$ cat config.mk
export PLATFORM = sky130hd
export DESIGN_NAME = csau_front
export DESIGN_NICKNAME = d
export VERILOG_FILES = /design/src/rtl/core/csau_pkg.sv /design/src/rtl/core/csau_front.sv
export SDC_FILE = /design/constraint.sdc
export NUM_CORES = 1
export LEC_CHECK = 0
export BUFFER_PORTS_ARGS = -buffer_cell sky130_fd_sc_hd__clkbuf_2
export CAP_MARGIN = 20
export CORE_MARGIN = 2
export CORE_UTILIZATION = 49
export DETAILED_ROUTE_END_ITERATION = 8
export GPL_TIMING_DRIVEN = 0
export HOLD_SLACK_MARGIN = 0.02
export PLACE_DENSITY = 0.7
export SLEW_MARGIN = 20
export SYNTH_ARGS = -nofsm -noshare
export SYNTH_HDL_FRONTEND = slang
export SYNTH_SLANG_ARGS = --single-unit
$ cat constraint.sdc
create_clock -name clock -period 15.7 [get_ports clock]
set_clock_uncertainty 0.1 [all_clocks]
set_input_delay 1.57 -clock clock [delete_from_list [all_inputs] [get_ports clock]]
set_output_delay 1.57 -clock clock [all_outputs]
set_load 0.02 [all_outputs]
$ cat src/rtl/core/csau_pkg.sv
// ---------------------------------------------------------------------------
// csau_pkg
// shared types, codes and helpers for the swept bounding box update core
// ---------------------------------------------------------------------------
package csau_pkg;

   localparam int unsigned CMD_QUEUE_DEPTH = 2;

   localparam logic [1:0] SHAPE_NONE   = 2'd0;
   localparam logic [1:0] SHAPE_SPHERE = 2'd1;
   localparam logic [1:0] SHAPE_BOX    = 2'd2;

   localparam logic [2:0] REG_SHAPE_KIND    = 3'd0;
   localparam logic [2:0] REG_OFFSET_X      = 3'd1;
   localparam logic [2:0] REG_OFFSET_Y      = 3'd2;
   localparam logic [2:0] REG_OFFSET_Z      = 3'd3;
   localparam logic [2:0] REG_BOX_WIDTH     = 3'd4;
   localparam logic [2:0] REG_BOX_HEIGHT    = 3'd5;
   localparam logic [2:0] REG_BOX_LENGTH    = 3'd6;
   localparam logic [2:0] REG_SPHERE_RADIUS = 3'd7;

   localparam logic signed [31:0] SAT_MAX = 32'sh7fffffff;
   localparam logic signed [31:0] SAT_MIN = 32'sh80000000;

   // classified transaction handed from front to back
   typedef struct packed {
      logic [1:0]         shape;
      logic signed [31:0] cx;
      logic signed [31:0] cy;
      logic signed [31:0] cz;
      logic signed [15:0] qw;
      logic signed [15:0] qx;
      logic signed [15:0] qy;
      logic signed [15:0] qz;
   } cmd_type;

   function automatic logic signed [31:0] sat33(input logic signed [32:0] v);
      logic signed [31:0] r;
      if (v > 33'sh07fffffff) r = SAT_MAX;
      else if (v < -33'sh080000000) r = SAT_MIN;
      else r = v[31:0];
      return r;
   endfunction

   function automatic logic signed [31:0] sat38(input logic signed [37:0] v);
      logic signed [31:0] r;
      if (v > 38'sh7fffffff) r = SAT_MAX;
      else if (v < -38'sh80000000) r = SAT_MIN;
      else r = v[31:0];
      return r;
   endfunction

endpackage

$ cat src/rtl/core/csau_front.sv
// ---------------------------------------------------------------------------
// csau_front
// accepts transactions, forms the center and queues the classified command
// ---------------------------------------------------------------------------
module csau_front #(
   parameter int unsigned QUEUE_DEPTH = csau_pkg::CMD_QUEUE_DEPTH
) (
   input  logic                    clock,
   input  logic                    reset,
   input  logic                    req_valid,
   output logic                    req_stall,
   input  logic signed [31:0]      req_pos_x,
   input  logic signed [31:0]      req_pos_y,
   input  logic signed [31:0]      req_pos_z,
   input  logic signed [15:0]      req_quat_w,
   input  logic signed [15:0]      req_quat_x,
   input  logic signed [15:0]      req_quat_y,
   input  logic signed [15:0]      req_quat_z,
   input  logic [1:0]              shape_kind,
   input  logic signed [31:0]      offset_x,
   input  logic signed [31:0]      offset_y,
   input  logic signed [31:0]      offset_z,
   output logic                    cmd_valid,
   output csau_pkg::cmd_type       cmd_data,
   input  logic                    cmd_take
);

   localparam int unsigned PW = (QUEUE_DEPTH > 1) ? $clog2(QUEUE_DEPTH) : 1;
   localparam int unsigned CW = $clog2(QUEUE_DEPTH + 1);

   csau_pkg::cmd_type       q_ff [QUEUE_DEPTH];
   logic [PW-1:0]           wp_ff, wp_in, rp_ff, rp_in;
   logic [CW-1:0]           cnt_ff, cnt_in;
   csau_pkg::cmd_type       c;
   logic                    push;

   assign req_stall = (cnt_ff == CW'(QUEUE_DEPTH));
   assign push      = req_valid && !req_stall;
   assign cmd_valid = (cnt_ff != '0);
   assign cmd_data  = q_ff[rp_ff];

   always_comb begin
      c.shape = (shape_kind == csau_pkg::SHAPE_SPHERE || shape_kind == csau_pkg::SHAPE_BOX)
                ? shape_kind : csau_pkg::SHAPE_NONE;
      c.cx = csau_pkg::sat33(33'(req_pos_x) + 33'(offset_x));
      c.cy = csau_pkg::sat33(33'(req_pos_y) + 33'(offset_y));
      c.cz = csau_pkg::sat33(33'(req_pos_z) + 33'(offset_z));
      c.qw = req_quat_w;
      c.qx = req_quat_x;
      c.qy = req_quat_y;
      c.qz = req_quat_z;
      wp_in  = wp_ff;
      rp_in  = rp_ff;
      cnt_in = cnt_ff;
      if (push) begin
         wp_in = (wp_ff == PW'(QUEUE_DEPTH - 1)) ? '0 : wp_ff + 1'b1;
      end
      if (cmd_take) begin
         rp_in = (rp_ff == PW'(QUEUE_DEPTH - 1)) ? '0 : rp_ff + 1'b1;
      end
      if (push && !cmd_take) cnt_in = cnt_ff + 1'b1;
      else if (!push && cmd_take) cnt_in = cnt_ff - 1'b1;
   end

   always_ff @(posedge clock) begin
      if (reset) begin
         wp_ff  <= '0;
         rp_ff  <= '0;
         cnt_ff <= '0;
      end else begin
         wp_ff  <= wp_in;
         rp_ff  <= rp_in;
         cnt_ff <= cnt_in;
      end
      if (push) q_ff[wp_ff] <= c;
   end

endmodule

# Yosys cells after proc, flatten, opt, wreduce, memory -nomap -nowiden
# Memory sizes are Yosys's and may differ from the RTL's. A register that Yosys moved wholly into a read port is not among the register bits.
# Cells that the tools add are included.
totals:
  inputBits: 262
  register_bits: 4
  mem_bits_rw: 324
  out_inout_bits: 164
  memories: 1
  word_cells: 44
op_classes:
  n_mux: 15
  reduce_logical: 9
  order_cmp: 6
  n_eq_ne: 3
  addsub: 7
memory_table:
  columns: ["memory", "depth", "width", "rd", "rd_ports_with_merged_regs", "write_ports", "line", "rtl"]
  rows:
  - ["q_ff", 2, 162, 1, 1, 1, "csau_front.sv:31", "csau_pkg::cmd_type q_ff [QUEUE_DEPTH];"]
ops:
  columns: ["op", "n"]
  rows:
  - ["$mux 32", 6]
  - ["$add 32x32->33", 3]
  - ["$gt 33x32->1 const B", 3]
  - ["$lt 33x32->1 const B", 3]
  - ["$mux 1", 6]
  - ["$mux 2", 3]
  - ["$eq 2x2->1 const B", 2]
  - ["$reduce_bool 2->1", 2]
  - ["$logic_and 1x1->1", 3]
  - ["$logic_not 1->1", 3]
  - ["$add 1x1->1 const B", 2]
  - ["$add 2x1->2 const B", 1]
  - ["$eq 2x1->1 const B", 1]
  - ["$sub 2x1->2 const B", 1]
  - ["$logic_or 1x1->1", 1]

# Logic depth before layout (Yosys ltp)
logic_depth:
  word_depth: 7
  mapped_depth: 14
  ltp_nobuf: 12

# Worst setup path after synthesis
# No wires, ideal clock.
synth_timing:
  path_kind: "input to register"
  start: "in req_valid"
  end: "mem q_ff[0][0] (netlist bit) (enable)"
  required_ns: 14.914
  slack_ns: 6.535
  cell_stages: 2
  arrival_ns: 8.379
  cell_sequence: "nand2_1 -> nor2_1"
synth_via:
  elab_chain_cells: 3
synth_lines:
  columns: ["item", "line", "rtl"]
  rows:
  - ["start: declaration", "csau_front.sv:10", "input logic req_valid,"]
  - ["$logic_and 1x1->1", "csau_front.sv:38", "assign push = req_valid && !req_stall;"]
  - ["$mux 1", "csau_front.sv:75", "if (push) q_ff[wp_ff] <= c;"]
  - ["$mux 1 (not written as such)", "csau_front.sv:75", null]
  - ["end: declaration", "csau_front.sv:31", null]
# No other way between the ends.

==> impl_results.md <==
- Synth area leader: edfxtp_1
- Die height: 193 um
- Power per cell area: 128 nW/um2
- HPWL after detailed placement: 32.1 mm
- Synth Register Bits: 329
- CTS-repair resized insts: 0
- Asr flop ratio synth: 0%
- DRC errors left: 0
- Die footprint: 37100 um2
- Per-instance average area after synthesis: 13.0 um2
- Crit path DAT: 3080 ps
- H-tree depth: 2
- Port Buf Inserts: 425
- CP startpoint kind: register
- Grt ovf: 0
- Count of different cell masters after synthesis: 65
- CTS tree: built
- Endpoints failing setup: 0
- Crit-path most repeated cell: clkbuf_1
- Final Hold Viols: 0
- Pleak: 8.76 nW
- CTS Buf Count: 35
- Sw frac: 30.6%
- Setup Buffers After CTS: 0
- Worst path required time: 14030 ps
- Post-route ant nets: 0
- Layout cells sized above 1: 38.0%
- Reg clk slew, reported paths: 60 ps
- Fmax: 211 MHz
- Worst hold-check path type: register to register
- Synth Warn #: 0
- EDFF count, synth: 324
- GPL Wtd Cong: 0.891
- Headroom to the max-slew limit: 40.4%
- Crit-path slowest cell: clkbuf_1
- Via-per-instance ratio: 5.50
- IO Pins: 426
- Slew @ Worst Pin: 893 ps
- Initial antenna violation count: 3
- Fin crit period: 4750 ps
- DRT Wirelength: 42.5 mm
- Top_reg_cell synth: edfxtp_1
- Peak supply drop: 93.0 uV
- Global Route Usage Sum: 21.8%
- CP delay by family, top: buffers and inverters
- CP Max Fanout: 10
- Row Count: 69
- Top post-synthesis cells by area: edfxtp_1, mux2_2, ha_1, a21oi_1, xnor2_1
- Slew Viols, Final: 0
- CP Class: register to primary output
- Largest net degree at the start of global routing: 52
- Layout area overhead: 23.6%
- Setup TNS: 0 ps
- Root buffer cell: clkbuf_16
- Cell-internal power: 1.92 mW
- Vias: 12700
- Worst path buffer plus inverter count: 4
- Sequential Power Share: 42.5%
- Seq/Total Area, Yosys: 56.4%
- Worst-skew pair later-pin latency: 520 ps
- CP Capture Type: primary output
- Iter 0 DRT Violations: 656
- CTS sink count: 329
- Mapped Area: 17400 um2
- Core area: 35300 um2
- Cell chain of the critical path: clkbuf_1 > clkbuf_1 > clkbuf_1 > mux2_2 > clkbuf_2
- Hold Buf Count CTS: 0
- Cell count after synthesis: 1341
- NetSw: 0.848 mW
- Final Hold Slack: 406 ps
- CP peak stage delay: 720 ps
- Combinational share of power: 28.8%
- Max-cap violation count: 0
- Chip width: 193 um
- First-pass GRT wire length: 63.4 mm
- Fin util: 61.0%
- Fin nets: 2176
- Vias in the first global route: 12500
- Syn nets: 1703
- Top-area cell type share of the netlist area: 55.8%
- Status: finished, final reports clean
- DR pass1 iterations: 5
- Clk network pwr share: 28.7%
- RSZ-0062 raised after global routing: no
- CTS max path bufs: 3
- Initial Util: 49.4%
- Final period util: 30.2%
- WL/cell: 18.4 um
[synthesized netlist by cell type (all sizes together) (3+ instances only)]
| master | instances |
|---|---|
| a211oi | 13 |
| a21boi | 4 |
| and3 | 6 |
| ha | 97 |
| a31oi | 12 |
| a21oi | 159 |
| o21a | 13 |
| maj3 | 7 |
| or3 | 3 |
| nor4 | 3 |
| nand3 | 14 |
| xor2 | 43 |
| nand2b | 15 |
| mux2 | 162 |
| o21ai | 71 |
| or2 | 4 |
| a311oi | 4 |
| nand2 | 62 |
| o22ai | 4 |
| clkbuf | 31 |
| o211ai | 10 |
| nor2b | 6 |
| edfxtp | 324 |
| dfxtp | 5 |
| nor3 | 9 |
| a21o | 52 |
| nor2 | 55 |
| o21bai | 6 |
| buf | 14 |
| xnor2 | 46 |
| inv | 34 |
| o31ai | 10 |
| nand4 | 14 |
| fa | 3 |
[kinds of logic (layout without fill, tap and decap cells)]
family                     Yosys count  count (layout)  synth area share, %
DFF                                329             329                 56.4
muxes                              164             164                 10.6
AOI/OAI and AO/OA                  374             374                 13.7
buffers and inverters               79             577                 1.83
adders and majority gates          107             107                 7.70
other                                0               3                    0
and+or+nand+nor                    199             199                 5.41
xor gates and xnor gates            89              89                 4.47
[flip-flops by register name, summed over array words and instances (netlist names), named ones only]
name / cells
wp_ff: 1
q_ff: 324
rp_ff: 1
cnt_ff: 2
[layout by cell type, fill, tap and decap left out, types with 10 or more instances in the layout]
cell type,count
a211oi_1,13
a21o_1,52
a21oi_1,137
a21oi_2,22
a31oi_1,11
buf_2,12
clkbuf_1,40
clkbuf_16,36
clkbuf_2,426
edfxtp_1,324
ha_1,97
inv_1,34
mux2_2,162
nand2_1,60
nand2b_1,15
nand3_1,14
nand4_1,14
nor2_1,52
o211ai_1,10
o21a_1,13
o21ai_0,42
o21ai_1,28
xnor2_1,46
xor2_1,43
[power by group through the flow]
stage	clock [mW]	combinational, mW	sequential (mW)
6_report	0.795	0.798	1.18
4_1_cts	0.812	0.803	1.18
3_5_place_dp	0	0.798	1.19
5_1_grt	0.845	0.864	1.19
3_3_place_gp	0	0.754	1.23
2_1_floorplan	0	0.519	1.21
[final cells by class]
type / count / area [um2]
well taps: 461 / 577
inverters: 34 / 128
repair buffers: 436 / 2410
clock buffers: 48 / 966
multi-input cells: 933 / 7310
flip-flops and latches: 329 / 9830
diodes: 3 / 7.51
fillers: 2859 / 13800
clock inverters: 14 / 139
plain buffers: 45 / 193
[worst paths after layout]
path,start,end,slack [ps],cells past startpoint
min reg2reg,cnt_ff[1],cnt_ff[1],410,2
min,cnt_ff[1],cnt_ff[1],410,2
max,register,cmd_data[150],10950,5
max reg2reg,cnt_ff[0],q_ff[1][122],13590,4
[routing by layer]
metal	vias up	wire length, um	track usage [%]
li1	6105	-	-
met1	6042	17600	27.4
met2	425	20500	37.1
met3	91	2950	4.49
met4	4	1430	8.28
met5	-	31	0
[worst min-delay path, stage by stage, from the launching register on]
cell and delay (ps):
dfxtp_1 320, o21ai_0 80, a21oi_1 60
[metrics by stage]
step | std cells | power, mW | instance area [um2] | setup slack (ps)
floorplan | 1341 | 1.73 | 17400 | 6540
global placement | 2227 | 1.98 | 20100 | 2310
detailed placement | 2238 | 1.99 | 20400 | 10470
CTS | 2300 | 2.79 | 21500 | 10810
global route | 2300 | 2.90 | 21500 | 10720
finish | 2303 | 2.77 | 21600 | 10950
Power figures use the tool's default switching activity.
